## src/rtl/nmsu_fifo.sv

```systemverilog
// Small register-based first-in first-out queue used between the stages.
// No package dependency; width and depth come from its parameters.
`default_nettype none

module nmsu_fifo #(
  parameter int W     = 8,
  parameter int DEPTH = 4
) (
  input  logic         clk,
  input  logic         rst_n,
  input  logic         push,
  input  logic [W-1:0] wdata,
  input  logic         pop,
  output logic [W-1:0] rdata,
  output logic         full,
  output logic         empty
);

  localparam int PW = (DEPTH > 1) ? $clog2(DEPTH) : 1;
  localparam int CW = $clog2(DEPTH + 1);

  logic [W-1:0]  mem_r [DEPTH];
  logic [PW-1:0] wr_ptr_r, wr_ptr_nxt;
  logic [PW-1:0] rd_ptr_r, rd_ptr_nxt;
  logic [CW-1:0] count_r, count_nxt;
  logic          do_push, do_pop;

  assign full    = (count_r == CW'(DEPTH));
  assign empty   = (count_r == '0);
  assign do_push = push && !full;
  assign do_pop  = pop && !empty;
  assign rdata   = mem_r[rd_ptr_r];

  always_comb begin
    wr_ptr_nxt = wr_ptr_r;
    rd_ptr_nxt = rd_ptr_r;
    count_nxt  = count_r;
    if (do_push) begin
      wr_ptr_nxt = (wr_ptr_r == PW'(DEPTH - 1)) ? '0 : wr_ptr_r + 1'b1;
    end
    if (do_pop) begin
      rd_ptr_nxt = (rd_ptr_r == PW'(DEPTH - 1)) ? '0 : rd_ptr_r + 1'b1;
    end
    case ({do_push, do_pop})
      2'b10:   count_nxt = count_r + 1'b1;
      2'b01:   count_nxt = count_r - 1'b1;
      default: count_nxt = count_r;
    endcase
  end

  always_ff @(posedge clk) begin
    if (!rst_n) begin
      wr_ptr_r <= '0;
      rd_ptr_r <= '0;
      count_r  <= '0;
    end else begin
      wr_ptr_r <= wr_ptr_nxt;
      rd_ptr_r <= rd_ptr_nxt;
      count_r  <= count_nxt;
    end
  end

  always_ff @(posedge clk) begin
    if (do_push) begin
      mem_r[wr_ptr_r] <= wdata;
    end
  end

endmodule

`default_nettype wire

```

## config.mk

```make
export PLATFORM = sky130hd
export DESIGN_NAME = nmsu_fifo
export DESIGN_NICKNAME = d
export VERILOG_FILES = /design/src/rtl/nmsu_fifo.sv
export SDC_FILE = /design/constraint.sdc
export NUM_CORES = 1
export LEC_CHECK = 0
export BUFFER_PORTS_ARGS = -buffer_cell sky130_fd_sc_hd__clkbuf_2
export CORE_MARGIN = 1
export CORE_UTILIZATION = 55
export CTS_CLUSTER_SIZE = 30
export DETAILED_ROUTE_END_ITERATION = 12
export GPL_TIMING_DRIVEN = 0
export PLACE_DENSITY = 0.77
export SETUP_SLACK_MARGIN = 0.3
export SLEW_MARGIN = 30
export SYNTH_ARGS = -nofsm -noshare
export SYNTH_HDL_FRONTEND = slang
export SYNTH_SLANG_ARGS = --single-unit
```

## constraint.sdc

```tcl
create_clock -name clk -period 5.5 [get_ports clk]
set_input_delay 0.55 -clock clk [delete_from_list [all_inputs] [get_ports clk]]
set_output_delay 0.55 -clock clk [all_outputs]
set_load 0.05 [all_outputs]
```

==> results.sh <==
export IMPL_netlist_cell_type_count=22
export IMPL_p_int_mw=0.5749
export IMPL_worst_slew_pin_transition_ns=0.5341
export IMPL_totalPowerFinal_mw=0.8968
export IMPL_yosys_area_top_type="edfxtp_1"
export IMPL_drive_gt1_frac=0.3071
export IMPL_drv_slew=0
export IMPL_grt_pass1_vias=892
export IMPL_use_met3=0.06912
export IMPL_dr_pass1_iters=8
export IMPL_wl_per_cell_um=14.87
export IMPL_die_w_um=56.68
export IMPL_path_max_fanout=8
export IMPL_netlist_area_um2=1644
export IMPL_postCtsHoldBufs=0
export IMPL_arrival_ns=1.75
export IMPL_drt_iter0_drc=25
export IMPL_maxCapViolCount=0
export IMPL_peakVddDrop_mv=0.3410
export IMPL_syn_num_nets=117
export IMPL_status="finished with violations"
export IMPL_globalplace_congestion=0.6522
export IMPL_r2r_start="count_r[2]"
export IMPL_numCtsBuffers=5
export IMPL_clock_skew_ns=0.007607
export IMPL_finish_utilization=0.6655
export IMPL_start_util=0.5861
export IMPL_worstSkewPairLatency_ns=0.33
export IMPL_slew_headroom=0.6409
export IMPL_nets=145
export IMPL_yosysWarnings=0
export IMPL_finalHoldViolCount=0
export IMPL_drc_errors=4
export IMPL_setup_viol=0
export IMPL_ctsResizeCount=0
export IMPL_antenna_found_initial=0
export IMPL_final_setup_tns_ns=0
export IMPL_syn_avg_cell_area_um2=16.78
export IMPL_cts_tree="yes"
export IMPL_grt_max_degree=14
export IMPL_use_met2=0.2772
export IMPL_num_vias=858
export IMPL_antenna_cells=0
export IMPL_rsz0062_at_grt="false"
export IMPL_drtAntennaViolNets=0
export IMPL_grt_util_met1=0.1984
export IMPL_critPathKind="register to primary output"
export IMPL_cp_data_required_time_ns=4.95
export IMPL_overflow=0
export IMPL_grt_pass1_wl_um=3864
export IMPL_grt_use_total=0.1723
export IMPL_p_switching_mw=0.3218
export IMPL_finalCritPeriodShare=0.4186
export IMPL_whs_path_depth=1
export IMPL_netlist_area_leader_share=0.5845
export IMPL_rows=19
export IMPL_hp_start="wdata[0]"
export IMPL_clk_pin_slew_worst_paths_ns=0.11
export IMPL_reg2reg_to="count_r[2]"
export IMPL_clk_path_buf_depth=2
export IMPL_r2r_setup_slack_ns=3.31
export IMPL_placed_area_um2=1788
export IMPL_p_comb_frac=0.347
export IMPL_io_pins=22
export IMPL_htree_num_levels=2
export IMPL_clockRootBuffer="clkbuf_4"
export IMPL_power_frac_clock=0.206
export IMPL_clock_fmax_mhz=434.3
export IMPL_powerDensity_nw_per_um2=480.4
export IMPL_syn_inst=98
export IMPL_p_sw_frac=0.3589
export IMPL_power_leakage_nw=0.6930
export IMPL_yosysSeqAreaShare=0.6941
export IMPL_core_area_um2=2805
export IMPL_final_area_um2=1867
export IMPL_drt_total_wl_um=2349
export IMPL_reg2reg_depth=10
export IMPL_start_kind="register"
export IMPL_crit_path_end_kind="primary output"
export IMPL_post_cts_buffers=0
export IMPL_synth_seq_cells=41
export IMPL_holdPathEnd="mem_r[3][0]"
export IMPL_hpwl_um=1671
export IMPL_port_buffers=21
export IMPL_n_fill_cell=203
export IMPL_seq_power_share=0.447
export IMPL_vias_per_cell=5.430
export IMPL_die_y_um=56.68
export IMPL_die_area_um2=3212
export IMPL_top_usage_layer="met2"
export IMPL_area_delta_synth_final_pct=13.55
export IMPL_synth_area_leaders="edfxtp_1 (58%), dfxtp_1 (11%), mux4_2 (11%)"
export IMPL_violations="design-rule violations"
export IMPL_hold_class="input port to register"
export IMPL_cts_sinks=41
export IMPL_finalCriticalPeriod_ns=2.302
power by group through the flow:
stage	logic, mW	clock network, mW	registers [mW]
after floorplan	0.255	0	0.401
after global placement	0.308	0	0.404
after detailed placement	0.314	0	0.408
after CTS	0.316	0.190	0.401
after global routing	0.335	0.203	0.405
final	0.311	0.185	0.401
critical path: stages, from the launching register on:
cell and delay (ns):
dfxtp_1 0.32, buf_2 0.27, mux4_2 0.56, clkbuf_2 0.26
synthesized netlist by cell type, drive strengths merged:
| cell type | n |
|---|---|
| edfxtp | 32 |
| dfxtp | 9 |
| mux4 | 8 |
| inv | 7 |
| nand2 | 7 |
| and2 | 6 |
| ha | 6 |
| o21ai | 4 |
| buf | 2 |
| clkbuf | 2 |
| mux2i | 2 |
| nand3 | 2 |
| nor2 | 2 |
| a21boi | 1 |
| fa | 1 |
| nor2b | 1 |
| nor3 | 1 |
| nor3b | 1 |
| o31ai | 1 |
| or3 | 1 |
| xnor2 | 1 |
| xor2 | 1 |
per-layer routing:
metal / wire (um) / up-vias
met2: 1203 / 25
met1: 1011 / 412
met4: 28 / 0
met5: 0 / -
li1: - / 417
met3: 105 / 4
state kept, by name, summed over array words and instances (netlist names), named ones only:
| name | flops |
|---|---|
| count_r | 3 |
| mem_r | 32 |
| wr_ptr_r | 2 |
| rd_ptr_r | 2 |
logic make-up (layout without fill, tap and decap cells):
family	after synthesis	after routing	synth area share
flops	41	41	0.6941
simple gates	21	21	0.06774
buf+inv	11	40	0.02664
mux	10	10	0.1218
fa+ha+maj	7	7	0.05784
compound gates	6	6	0.02131
xor+xnor	2	2	0.01066
metrics by stage:
stage          hold slack (ns)  instances  setup slack, ns
2_1_floorplan           0.4677         98            2.904
3_3_place_gp            0.4786        150            3.276
3_5_place_dp            0.4959        150            3.206
4_1_cts                 0.4064        158            3.164
5_1_grt                 0.3862        158            3.113
6_report                0.4221        158            3.198
final cells by class:
type                    instances  area [um^2]  area share
flip-flops and latches         41         1141      0.6113
multi-input cells              46        459.2      0.2460
repair buffers                 21        105.1     0.05630
clock inverters                 3        41.29     0.02212
well taps                      31        38.79     0.02078
clock buffers                   5        37.54     0.02011
inverters                       7        26.28     0.01408
plain buffers                   4        17.52    0.009383
worst max path at each step:
stage	startpoint	to	slack (ns)
2_1_floorplan	count_r[2]	count_r[2]	2.90
3_3_place_gp	push	count_r[2]	3.28
3_5_place_dp	push	count_r[2]	3.21
4_1_cts	register	rdata[1]	3.16
5_1_grt	register	rdata[1]	3.11
6_report	register	rdata[1]	3.20
layout by cell type (no fill, tap or decap):
| cell | n |
|---|---|
| inv_1 | 7 |
| nor2b_1 | 1 |
| dfxtp_1 | 9 |
| xor2_1 | 1 |
| clkbuf_2 | 21 |
| nor2_1 | 2 |
| nor3_1 | 1 |
| clkbuf_1 | 2 |
| xnor2_1 | 1 |
| edfxtp_1 | 32 |
| ha_1 | 6 |
| clkinvlp_4 | 1 |
| nor3b_2 | 1 |
| nand2_1 | 7 |
| bufinv_16 | 1 |
| a21boi_0 | 1 |
| mux4_2 | 8 |
| or3_1 | 1 |
| clkbuf_4 | 5 |
| o31ai_1 | 1 |
| clkinv_1 | 1 |
| nand3_1 | 2 |
| buf_2 | 2 |
| fa_1 | 1 |
| mux2i_1 | 2 |
| and2_1 | 6 |
| o21ai_0 | 4 |
Power figures use the tool's default switching activity.
