[src/rtl/nmsu_pkg.sv]
// Shared types and constants of the neighbourhood mean smoother.
// No dependencies; used by the front end, back end, top level, port checker and testbench.
`default_nettype none

package nmsu_pkg;

  localparam int SAMPLE_W    = 16;
  localparam int SUM_W       = SAMPLE_W + 4;
  localparam int IDX_W       = 10;
  localparam int CFG_W       = 11;
  localparam int CFG_IDX_W   = 1;
  localparam int CNT_W       = 4;
  localparam int RECIP_SHIFT = 24;
  localparam int RECIP_W     = RECIP_SHIFT + 1;

  localparam logic [CFG_IDX_W-1:0] REG_FRAME_ROWS = 1'b0;
  localparam logic [CFG_IDX_W-1:0] REG_FRAME_COLS = 1'b1;
  localparam logic [CFG_W-1:0]     FRAME_DIM_RESET = 11'd3;

  localparam logic KIND_PIXEL = 1'b0;
  localparam logic KIND_FLUSH = 1'b1;

  typedef struct packed {
    logic                       kind;
    logic signed [SAMPLE_W-1:0] sample;
  } in_item_t;

  typedef struct packed {
    logic signed [SAMPLE_W-1:0] smoothed;
    logic [IDX_W-1:0]           out_row;
    logic [IDX_W-1:0]           out_col;
    logic                       frame_done;
  } out_item_t;

  // Classified request handed from the front end to the back end.
  typedef struct packed {
    logic             kind;
    logic             emit_a;
    logic             emit_b;
    logic             r_ge2;
    logic             c_ge1;
    logic             c_ge2;
    logic             two_rows;
    logic             done;
    logic [IDX_W-1:0] out_row;
    logic [IDX_W-1:0] out_col;
  } op_ctl_t;

endpackage

`default_nettype wire

[src/rtl/nmsu_front.sv]
// Front end: geometry registers, raster position tracking and request classification.
// Depends on nmsu_pkg for the item and request types.
`default_nettype none

module nmsu_front #(
  parameter int MAX_COLS = 1024,
  parameter int MAX_ROWS = 1024,
  localparam int AW = (MAX_COLS > 1) ? $clog2(MAX_COLS) : 1
) (
  input  logic                           clk,
  input  logic                           rst_n,
  input  logic                           push,
  input  nmsu_pkg::in_item_t             in_data,
  input  logic                           op_full,
  input  logic                           cfg_we,
  input  logic [nmsu_pkg::CFG_IDX_W-1:0] cfg_index,
  input  logic [nmsu_pkg::CFG_W-1:0]     cfg_wdata,
  output logic                           op_push,
  output nmsu_pkg::op_ctl_t              op_ctl,
  output logic [nmsu_pkg::SAMPLE_W-1:0]  op_sample,
  output logic [AW-1:0]                  op_addr,
  output logic [AW-1:0]                  op_hi
);

  import nmsu_pkg::*;

  localparam int RW  = (MAX_ROWS > 1) ? $clog2(MAX_ROWS) : 1;
  localparam int LR  = $clog2(MAX_ROWS + 1);
  localparam int LC  = $clog2(MAX_COLS + 1);
  localparam int LW0 = (LR > LC) ? LR : LC;
  localparam int XW  = ((LW0 > CFG_W) ? LW0 : CFG_W) + 1;

  logic [CFG_W-1:0] frame_rows_r, frame_cols_r;
  logic [RW-1:0]    in_row_r, in_row_nxt;
  logic [AW-1:0]    in_col_r, in_col_nxt;
  logic [AW-1:0]    flush_col_r, flush_col_nxt;
  logic             frame_full_r, frame_full_nxt;
  logic [XW-1:0]    rows_lim, cols_lim, row_x, col_x, fc_x;
  logic             last_col, last_row, flush_last, accept;

  // Out-of-range geometry: zero acts as one, oversize acts as the maximum.
  always_comb begin
    if (frame_rows_r == '0) begin
      rows_lim = XW'(1);
    end else if (XW'(frame_rows_r) > XW'(MAX_ROWS)) begin
      rows_lim = XW'(MAX_ROWS);
    end else begin
      rows_lim = XW'(frame_rows_r);
    end
    if (frame_cols_r == '0) begin
      cols_lim = XW'(1);
    end else if (XW'(frame_cols_r) > XW'(MAX_COLS)) begin
      cols_lim = XW'(MAX_COLS);
    end else begin
      cols_lim = XW'(frame_cols_r);
    end
  end

  assign row_x      = XW'(in_row_r);
  assign col_x      = XW'(in_col_r);
  assign fc_x       = XW'(flush_col_r);
  assign last_row   = (row_x + XW'(1)) >= rows_lim;
  assign last_col   = (col_x + XW'(1)) >= cols_lim;
  assign flush_last = (fc_x + XW'(1)) >= cols_lim;
  assign accept     = push && !op_full;

  always_comb begin
    in_row_nxt     = in_row_r;
    in_col_nxt     = in_col_r;
    flush_col_nxt  = flush_col_r;
    frame_full_nxt = frame_full_r;
    op_push        = 1'b0;
    op_ctl         = '0;
    op_sample      = in_data.sample;
    op_addr        = in_col_r;
    op_hi          = in_col_r;
    if (accept) begin
      if (in_data.kind == KIND_FLUSH) begin
        // A flush releases one last-row result; without a complete frame it is dropped.
        if (frame_full_r) begin
          op_push         = 1'b1;
          op_ctl.kind     = KIND_FLUSH;
          op_ctl.two_rows = rows_lim >= XW'(2);
          op_ctl.done     = flush_last;
          op_ctl.out_row  = IDX_W'(rows_lim - XW'(1));
          op_ctl.out_col  = IDX_W'(fc_x);
          op_addr         = (flush_col_r != '0) ? flush_col_r - 1'b1 : flush_col_r;
          op_hi           = flush_last ? flush_col_r : flush_col_r + 1'b1;
          if (flush_last) begin
            frame_full_nxt = 1'b0;
            flush_col_nxt  = '0;
            in_row_nxt     = '0;
            in_col_nxt     = '0;
          end else begin
            flush_col_nxt = flush_col_r + 1'b1;
          end
        end
      end else if (!frame_full_r) begin
        op_push        = 1'b1;
        op_ctl.kind    = KIND_PIXEL;
        op_ctl.emit_a  = (in_row_r != '0) && (in_col_r != '0);
        op_ctl.emit_b  = (in_row_r != '0) && last_col;
        op_ctl.r_ge2   = row_x >= XW'(2);
        op_ctl.c_ge1   = in_col_r != '0;
        op_ctl.c_ge2   = col_x >= XW'(2);
        op_ctl.out_row = IDX_W'(row_x - XW'(1));
        op_ctl.out_col = IDX_W'(col_x);
        if (last_col) begin
          in_col_nxt = '0;
          if (last_row) begin
            frame_full_nxt = 1'b1;
            flush_col_nxt  = '0;
          end else begin
            in_row_nxt = in_row_r + 1'b1;
          end
        end else begin
          in_col_nxt = in_col_r + 1'b1;
        end
      end
    end
  end

  always_ff @(posedge clk) begin
    if (!rst_n) begin
      frame_rows_r <= FRAME_DIM_RESET;
      frame_cols_r <= FRAME_DIM_RESET;
      in_row_r     <= '0;
      in_col_r     <= '0;
      flush_col_r  <= '0;
      frame_full_r <= 1'b0;
    end else begin
      in_row_r     <= in_row_nxt;
      in_col_r     <= in_col_nxt;
      flush_col_r  <= flush_col_nxt;
      frame_full_r <= frame_full_nxt;
      if (cfg_we) begin
        case (cfg_index)
          REG_FRAME_ROWS: frame_rows_r <= cfg_wdata;
          REG_FRAME_COLS: frame_cols_r <= cfg_wdata;
          default: ;
        endcase
      end
    end
  end

endmodule

`default_nettype wire

[config.mk]
export PLATFORM = sky130hd
export DESIGN_NAME = nmsu_front
export DESIGN_NICKNAME = d
export VERILOG_FILES = /design/src/rtl/nmsu_pkg.sv /design/src/rtl/nmsu_front.sv
export SDC_FILE = /design/constraint.sdc
export NUM_CORES = 1
export LEC_CHECK = 0
export BUFFER_PORTS_ARGS = -buffer_cell sky130_fd_sc_hd__clkbuf_2
export CORE_MARGIN = 2
export CORE_UTILIZATION = 35
export CTS_CLUSTER_SIZE = 10
export DETAILED_ROUTE_END_ITERATION = 16
export GPL_TIMING_DRIVEN = 0
export SLEW_MARGIN = 20
export SYNTH_ARGS = -nofsm -noshare
export SYNTH_HDL_FRONTEND = slang
export SYNTH_SLANG_ARGS = --single-unit
[constraint.sdc]
create_clock -name clk -period 3.9 [get_ports clk]
set_input_delay 0.195 -clock clk [delete_from_list [all_inputs] [get_ports clk]]
set_output_delay 0.195 -clock clk [all_outputs]
set_load 0.05 [all_outputs]
==> results.json, run 1 <==
{
  "mostFrequentLayoutCells": "118 x nand2_1, 83 x clkbuf_2, 66 x a21oi_1, 50 x dfxtp_1, 44 x nor2_1",
  "clk_latency_ns": 0.31,
  "maxCapViolCount": 0,
  "whs_ns": 0.1135,
  "wl_um": 15220,
  "layout_min_cycle_time_ns": 3.697,
  "gp_congestion": 0.9017,
  "antenna_cells": 0,
  "drc": 0,
  "path_cells": "buf_4 -> nand2_1 -> nor3_4 -> nand3_2 -> xnor2_2 -> ha_1 -> a21o_1 -> a21o_1 -> a21oi_1 -> buf_4 -> and2_4 -> ha_1 -> o21ai_1 -> clkbuf_8",
  "syn-cell-area_um2": 5000,
  "placed_area_um2": 5635,
  "path_depth": 14,
  "clkTransAtPathRegs_ns": 0.08,
  "hold_viol": 0,
  "dpl.cell_count": 964,
  "ant_nets": 0,
  "power_mw": 1.333,
  "port_buffers": 82,
  "grt_max_degree": 20,
  "die_x_um": 123.5,
  "syn_area_per_cell_um2": 7.122,
  "finalNonFillerCells": 971,
  "dieArea_um2": 15260,
  "grt_use_total_pct": 20.21,
  "status": "finished, final reports clean",
  "tightest_slew_ns": 0.7064,
  "synth_fp_nets": 779,
  "end_kind": "output port",
  "cts_root_buf": "clkbuf_16",
  "ys_ff_latch": 53,
  "drt-initial-drc-count": 300,
  "critPathKind": "flip-flop to output port",
  "synth_top_area_share_pct": 21.22,
  "r2r_slack_ns": 0.33,
  "hold_buffers": 0,
  "stdcell_area_um2": 5863,
  "required_ns": 3.70,
  "route.met3.wl_um": 687,
  "synthToLayoutAreaGrowth_pct": 17.27,
  "clock-sinks": 53,
  "r2r_start": "frame_rows_r[7]$_SDFFE_PN0P_",
  "cts_made_buffers": 5,
  "wire_per_inst_um": 15.68,
  "wl_met2_um": 6809,
  "timing.rr.end": "flush_col_r[6]$_SDFFE_PN0P_",
  "startpoint": "flush_col_r[3]$_SDFFE_PN0P_",
  "seq_area_frac_synth_pct": 21.22,
  "maxSlewViolCount": 0,
  "rsz0062_at_grt": "false",
  "max_stage_delay_ns": 0.39,
  "peakVddDrop_mv": 0.1716,
  "initial_core_util_pct": 35.88,
  "setup_viol": 0,
  "utilization_pct": 42.08,
  "regArea_um2": 1067,
  "yosys_warnings": 0,
  "fp.coreArea_um2": 13930,
  "crit_path_end": "op_hi[0]",
  "arrival_ns": 3.50,
  "fin_skew_ns": 0.009964,
  "hold_path_class": "primary input to flip-flop",
  "multi_input_area_um2": 3565,
  "fmax_mhz": 270.5,
  "num_rows": 43,
  "netlist.top_cell.by_area": "dfxtp_1",
  "io_pins": 99,
  "antenna_found_initial": 0,
  "grt_pass1_wl_um": 24090,
  "via_count": 5188,
  "rr_worst_depth": 14,
  "wl_met1_um": 7519,
  "synth_edf_count": 0,
  "start_kind": "flip-flop",
  "tns_ns": 0,
  "syn_inst": 702,
  "postCtsSetupRepairBufs": 0,
  "yosysUniqueCellTypes": 56,
  "dr.pass1.iters": 5,
  "h-tree-depth": 2,
  "async_flop_share_pct": 0,
  "p_leak_nw": 2.667,
  "cts_buffer_depth": 2,
  "via_per_inst": 5.343,
  "overflow": 0,
  "cts_tree": "built",
  "powerDensity_nw_per_um2": 227.4,
  "synth_area_leaders": "dfxtp_1 21%, ha_1 11%, nand2_1 8.9%",
  "slew_headroom_pct": 52.73,
  "cpMaxStageDelayCell": "dfxtp_1",
  "worstPathMaxFanout": 10,
  "maxUsedRoutingLayer": "met4",
  "period_share_pct": 94.80,
  "hpwl_um": 12010,
  "fillers": 1492,
  "grt_pass1_vias": 4667,
  "fp.dieH_um": 123.5,
  "final_common_cell": "nand2_1",
  "drive_gt1_share_pct": 18.08,
  "synthFlopType": "dfxtp_1",
  "nets": 867,
  "dp_worst_setup_slack_ns": -0.2750,
  "crit_buf_inv": 3,
  "cp_top_family": "compound AO/OA/AOI/OAI gates",
  "layout_setup_ws_ns": 0.2026
}
[state kept, by name, indices dropped and copies added, names as in the netlist]
signal / flops
frame_full_r: 1
in_row_r: 10
flush_col_r: 10
frame_cols_r: 11
frame_rows_r: 11
in_col_r: 10
[routing by layer]
| metal | global-route usage, % | up-vias |
|---|---|---|
| li1 | - | 2647 |
| met1 | 29.25 | 2388 |
| met2 | 31.83 | 134 |
| met3 | 2.214 | 19 |
| met4 | 5.114 | 0 |
| met5 | 0 | - |
[power by group]
group / internal [mW] / total (mW) / switching (mW)
clock network: 0.247 / 0.485 / 0.238
registers: 0.552 / 0.565 / 0.0125
logic: 0.0890 / 0.283 / 0.194
[synth_stat cells, drive strengths merged, types with 5 or more instances]
cell type,number
a211o,5
a211oi,5
a21o,15
a21oi,66
a22o,9
a31oi,6
and2,7
and3,12
buf,31
clkbuf,38
dfxtp,53
ha,43
inv,18
mux2i,8
nand2,118
nand3,39
nand4,12
nor2,47
nor2b,9
nor3,11
nor3b,7
nor4,12
o211ai,11
o21ai,21
o22ai,5
or3,7
xnor2,24
xor2,22
[worst min-delay path by stage]
stage	endpoint	cells after the start	from	slack, ns
final	frame_cols_r[10]$_SDFFE_PN0P_	3	cfg_wdata[10]	0.11
after global routing	frame_rows_r[5]$_SDFFE_PN0P_	3	cfg_wdata[5]	0.13
after CTS	frame_cols_r[10]$_SDFFE_PN0P_	3	cfg_wdata[10]	0.12
after detailed placement	frame_cols_r[10]$_SDFFE_PN0P_	3	cfg_wdata[10]	0.45
after global placement	frame_rows_r[2]$_SDFFE_PN0P_	3	cfg_wdata[2]	0.45
after floorplan	frame_rows_r[0]$_SDFFE_PN1P_	2	cfg_wdata[0]	0.32
[worst reg2reg max path, cell delays in order (launching register included)]
cell and delay (ns):
dfxtp_1 0.30, clkbuf_1 0.18, or4_1 0.52, nor3_1 0.25, nor2_1 0.07, nor2_1 0.25, ha_1 0.17, nor2b_1 0.04
o21ai_0 0.27, a211oi_1 0.11, o21ai_0 0.27, a21oi_1 0.13, a221o_1 0.32, clkbuf_1 0.25, a211o_1 0.34
[logic make-up after synthesis]
kind of cell	share of synthesized area (%)
simple gates	29.00
compound gates	20.45
buf+inv	8.458
flops	21.22
xor+xnor	8.058
fa+ha+maj	10.99
mux	1.827
[area by class of cell]
type / instances / share of cell area [%]
multi-input combinational: 560 / 60.80
sequential: 53 / 18.20
timing repair buffer: 82 / 7.149
buffer: 68 / 6.103
tap: 180 / 3.841
clock buffer: 5 / 2.134
inverter: 20 / 1.280
clock inverter: 3 / 0.4908
[timing repair]
action,4_1_cts,5_1_grt
gates resized for setup,13,16
gates cloned,0,0
endpoints found under the setup margin,12,11
(Power assumes the default switching activity.)
==> inputs of run 2 (changes only) <==
Settings changed: CORE_MARGIN 2 to default, SLEW_MARGIN 20 to 15.
==> run 2 against run 1 <==
Against the previous run:
- combinational power about the same
- via count down 0.39%
- global-route usage up 0.76 points
- critical path type unchanged
- largest power group unchanged
==> results.json, run 2 (same netlist as run 1, synthesis figures left out) <==
{
  "antenna_found_initial": 0,
  "period_share_pct": 94.70,
  "path_cells": "clkbuf_4 -> nand2_1 -> nor3_4 -> nand3_2 -> xnor2_2 -> ha_1 -> a21o_1 -> a21o_1 -> a21oi_1 -> buf_4 -> nand3_1 -> xor2_1 -> a21oi_1 -> clkbuf_2",
  "path_depth": 14,
  "placed_area_um2": 5635,
  "utilization_pct": 42.28,
  "die_x_um": 121.5,
  "required_ns": 3.70,
  "hp-start": "cfg_wdata[8]",
  "stdcell_area_um2": 5892,
  "num_rows": 43,
  "ant_nets": 0,
  "slew_headroom_pct": 20.15,
  "multi_input_area_um2": 3568,
  "fmax_mhz": 270.7,
  "initial_core_util_pct": 35.88,
  "rr_worst_depth": 14,
  "cts_root_buf": "clkbuf_16",
  "fillers": 1501,
  "mostFrequentLayoutCells": "118 x nand2_1, 82 x clkbuf_2, 66 x a21oi_1, 49 x dfxtp_1, 45 x nor2_1",
  "rsz0062_at_grt": "false",
  "status": "finished, final reports clean",
  "arrival_ns": 3.50,
  "postCtsSetupRepairBufs": 0,
  "cts_tree": "built",
  "hold_viol": 0,
  "dieArea_um2": 14770,
  "final_common_cell": "nand2_1",
  "hold_path_class": "primary input to flip-flop",
  "reg.largest.list": "frame_cols_r (11), frame_rows_r (11)",
  "critPathKind": "flip-flop to output port",
  "drc": 0,
  "hold_buffers": 0,
  "wl_um": 15170,
  "grt_pass1_wl_um": 24110,
  "fp.coreArea_um2": 13930,
  "tightest_slew_ns": 1.189,
  "holdPathEnd": "frame_rows_r[8]$_SDFFE_PN0P_",
  "end_kind": "output port",
  "clock-sinks": 53,
  "synthToLayoutAreaGrowth_pct": 17.84,
  "gp_congestion": 0.9138,
  "worstPathMaxFanout": 10,
  "grt_use_total_pct": 20.97,
  "setup_viol": 0,
  "via_per_inst": 5.322,
  "r2r_start": "frame_rows_r[7]$_SDFFE_PN0P_",
  "clkTransAtPathRegs_ns": 0.07,
  "timing.rr.end": "flush_col_r[6]$_SDFFE_PN0P_",
  "dr.pass1.iters": 7,
  "maxSlewViolCount": 0,
  "cpMaxStageDelayCell": "dfxtp_1",
  "cts_made_buffers": 5,
  "start_kind": "flip-flop",
  "r2r_slack_ns": 0.30,
  "io_pins": 99,
  "maxCapViolCount": 0,
  "grt_max_degree": 19,
  "drive_gt1_share_pct": 18.20,
  "grt_pass1_vias": 4625,
  "p_leak_nw": 2.686,
  "peakVddDrop_mv": 0.1363,
  "h-tree-depth": 2,
  "port_buffers": 82,
  "cp_top_family": "compound AO/OA/AOI/OAI gates",
  "wire_per_inst_um": 15.62,
  "max_stage_delay_ns": 0.35,
  "clk_latency_ns": 0.31,
  "overflow": 0,
  "crit_buf_inv": 3,
  "cts_buffer_depth": 2,
  "layout_min_cycle_time_ns": 3.693,
  "nets": 867,
  "antenna_cells": 0,
  "via_count": 5168,
  "drt-initial-drc-count": 353,
  "regArea_um2": 1069,
  "fin_skew_ns": 0.006871,
  "hpwl_um": 11830,
  "fp.dieH_um": 121.5,
  "powerDensity_nw_per_um2": 235.8,
  "hold_depth": 3
}
-- run 2: cell types whose count changed in the layout (fill, tap and decap cells not counted), sizes merged --
cell,change
inv,-1
bufinv,+1
-- run 2: stage by stage --
| stage | std cells | setup WS [ns] | power [mW] | hold slack (ns) | TNS [ns] |
|---|---|---|---|---|---|
| floorplan | 702 | 0.1011 | 0.7803 | 0.3190 | 0 |
| global route | 971 | 0.007820 | 1.451 | 0.1261 | 0 |
| finish | 971 | 0.2065 | 1.389 | 0.1170 | 0 |
| global placement | 964 | -0.2471 | 0.8560 | 0.4425 | -0.4855 |
| CTS | 971 | 0.03004 | 1.400 | 0.1061 | 0 |
| detailed placement | 964 | -0.2917 | 0.8570 | 0.4395 | -0.8109 |
-- run 2: worst max path at each step --
stage	start	to
6_report	flush_col_r[4]$_SDFFE_PN0P_	op_hi[5]
5_1_grt	in_col_r[1]$_SDFFE_PN0P_	op_ctl[25]
4_1_cts	flush_col_r[4]$_SDFFE_PN0P_	op_hi[0]
3_5_place_dp	flush_col_r[4]$_SDFFE_PN0P_	op_hi[0]
3_3_place_gp	flush_col_r[4]$_SDFFE_PN0P_	op_hi[0]
2_1_floorplan	flush_col_r[3]$_SDFFE_PN0P_	op_hi[0]
-- run 2: power breakdown --
| part | switching [mW] | total [mW] | internal, mW |
|---|---|---|---|
| combinational | 0.195 | 0.284 | 0.0897 |
| clock | 0.231 | 0.540 | 0.309 |
| sequential | 0.0124 | 0.565 | 0.552 |
-- run 2: worst min-delay path, delay by kind of cell --
family / cells / cell delay (ns)
buffers and inverters: 1 / 0.09
AOI/OAI and AO/OA: 1 / 0.05
and+or+nand+nor: 1 / 0.05
-- run 2: cell type report --
type,count,area share [%]
Buffer,68,6.116
Sequential cell,53,18.14
Inverter,20,1.274
Clock buffer,5,2.124
Timing Repair Buffer,82,7.114
Multi-Input combinational cell,560,60.56
Tap cell,180,3.822
Clock inverter,3,0.8494
-- run 2: what timing repair did --
action,in CTS,in global routing
resized for setup,17,14
endpoints found under the hold margin,0,0
pin swaps,2,1
endpoints found under the setup margin,12,8
-- run 2: routing by layer --
metal	GRT usage [%]	vias up	wire length, um
li1	-	2650	-
met1	29.69	2370	7418
met2	32.71	135	6788
met3	3.289	13	766
met4	5.710	0	195
met5	0	-	0
==> inputs of run 3 (changes only) <==
Settings changed: CORE_MARGIN from default to 10.
==> run 3 against run 2 <==
Against the previous run:
- die area grew 32%
- global-route usage is 5.5 points lower
- clock power decreased by 8.1%
- sequential power barely moved
- clock-buffer cell count grew 2
- clock skew increased by 0.0012 ns
- largest cell class unchanged
==> results.json, run 3 (same netlist as run 1, synthesis figures left out) <==
{
  "drive_gt1_share_pct": 18.20,
  "gp_congestion": 0.9109,
  "period_share_pct": 95.85,
  "slew_headroom_pct": 20.94,
  "hold_depth": 3,
  "clkTransAtPathRegs_ns": 0.07,
  "peakVddDrop_mv": 0.1332,
  "via_count": 5170,
  "r2r_slack_ns": 0.35,
  "hp-start": "cfg_wdata[10]",
  "hold_path_class": "primary input to flip-flop",
  "fin_skew_ns": 0.008094,
  "antenna_found_initial": 0,
  "rsz0062_at_grt": "true",
  "holdPathEnd": "frame_cols_r[10]$_SDFFE_PN0P_",
  "grt_use_total_pct": 15.46,
  "end_kind": "output port",
  "drc": 0,
  "rr_worst_depth": 14,
  "port_buffers": 82,
  "fp.dieH_um": 139.5,
  "hpwl_um": 12740,
  "tns_ns": 0,
  "postCtsSetupRepairBufs": 0,
  "h-tree-depth": 2,
  "cts_tree": "built",
  "io_pins": 99,
  "maxCapViolCount": 0,
  "grt_pass1_vias": 4789,
  "synthToLayoutAreaGrowth_pct": 17.32,
  "wl_um": 15900,
  "powerDensity_nw_per_um2": 229.5,
  "clock-sinks": 53,
  "wire_per_inst_um": 16.38,
  "finalNonFillerCells": 971,
  "cts_buffer_depth": 2,
  "grt_util_met2_pct": 25.36,
  "start_kind": "flip-flop",
  "num_rows": 43,
  "nets": 867,
  "die_x_um": 139.5,
  "grt_max_degree": 17,
  "ant_nets": 0,
  "maxSlewViolCount": 0,
  "final_common_cell": "nand2_1",
  "power_mw": 1.346,
  "dieArea_um2": 19470,
  "hold_viol": 0,
  "fmax_mhz": 267.5,
  "grt_pass1_wl_um": 25270,
  "grt_use_met1_pct": 20.63,
  "setup_viol": 0,
  "layout_min_cycle_time_ns": 3.738,
  "clk_latency_ns": 0.30,
  "cts_root_buf": "clkbuf_16",
  "fp.coreArea_um2": 13930,
  "drt-initial-drc-count": 371,
  "mostFrequentLayoutCells": "118 x nand2_1, 82 x clkbuf_2, 66 x a21oi_1, 48 x dfxtp_1, 44 x nor2_1",
  "reg.largest.list": "frame_cols_r (11), frame_rows_r (11)",
  "status": "finished, final reports clean",
  "timing.rr.end": "flush_col_r[6]$_SDFFE_PN0P_",
  "fillers": 1491,
  "required_ns": 3.70,
  "p_leak_nw": 2.669,
  "overflow": 0,
  "dr.pass1.iters": 7,
  "dpl.cell_count": 964,
  "via_per_inst": 5.324,
  "busiest_layer": "met2",
  "r2r_start": "frame_rows_r[7]$_SDFFE_PN0P_",
  "tightest_slew_ns": 1.177,
  "initial_core_util_pct": 35.88,
  "critPathKind": "flip-flop to output port",
  "worstPathMaxFanout": 10,
  "use_met3_pct": 2.042,
  "arrival_ns": 3.54,
  "cts_made_buffers": 5,
  "antenna_cells": 0
}
## run 3: area by class of cell
type	count	area [um2]	area share (%)
plain buffers	68	357.8	6.101
flip-flops and latches	53	1070	18.24
clock inverters	1	8.758	0.1493
repair buffers	82	419.2	7.146
well taps	180	225.2	3.840
clock buffers	7	152.6	2.602
inverters	20	75.07	1.280
multi-input cells	560	3557	60.64
## run 3: power by group
| group | switching (mW) | internal (mW) | leakage [nW] |
|---|---|---|---|
| registers | 0.0121 | 0.552 | 0.433 |
| clock network | 0.220 | 0.276 | 0.0805 |
| logic | 0.197 | 0.0889 | 2.16 |
## run 3: how the worst max path moves through the flow
stage / endpoint / depth (start not counted) / start / slack [ns]
2_1_floorplan: op_hi[0] / 13 / flush_col_r[3]$_SDFFE_PN0P_ / 0.10
3_3_place_gp: op_hi[0] / 14 / flush_col_r[4]$_SDFFE_PN0P_ / -0.25
3_5_place_dp: op_hi[0] / 14 / flush_col_r[3]$_SDFFE_PN0P_ / -0.29
4_1_cts: op_hi[0] / 14 / flush_col_r[1]$_SDFFE_PN0P_ / 0.02
5_1_grt: op_hi[0] / 14 / flush_col_r[3]$_SDFFE_PN0P_ / -0.06
6_report: op_hi[0] / 14 / flush_col_r[3]$_SDFFE_PN0P_ / 0.16
## run 3: layer usage
layer / routed length, um / vias to the layer above
met2: 7350 / 140
li1: - / 2643
met3: 778 / 15
met5: 0 / -
met4: 231 / 0
met1: 7543 / 2372
## run 3: worst max-delay path: stages, from the launching register on
cell and delay [ns]:
dfxtp_1 0.40, buf_4 0.21, nand2_1 0.12, nor3_4 0.25, nand3_2 0.16, xnor2_2 0.20
ha_1 0.31, a21o_1 0.15, a21o_1 0.20, a21oi_1 0.18, clkbuf_4 0.22, and2_2 0.20
ha_1 0.25, o21ai_2 0.18, clkbuf_8 0.21
## run 3: timing repair
item | in CTS | in global routing
hold buffers | 0 | 0
endpoints found under the setup margin | 12 | 11
gates resized for setup | 14 | 17
pin swaps | 1 | 0
## run 3: stage by stage
| step | setup slack [ns] | util (%) | hold WS, ns | area, um2 |
|---|---|---|---|---|
| floorplan | 0.1011 | - | 0.3190 | 5000 |
| global placement | -0.2539 | 40.44 | 0.4391 | 5635 |
| detailed placement | -0.2891 | 40.44 | 0.4493 | 5635 |
| CTS | 0.01808 | 41.87 | 0.1343 | 5834 |
| global route | -0.05571 | 42.09 | 0.1427 | 5866 |
| finish | 0.1618 | 42.09 | 0.1385 | 5866 |
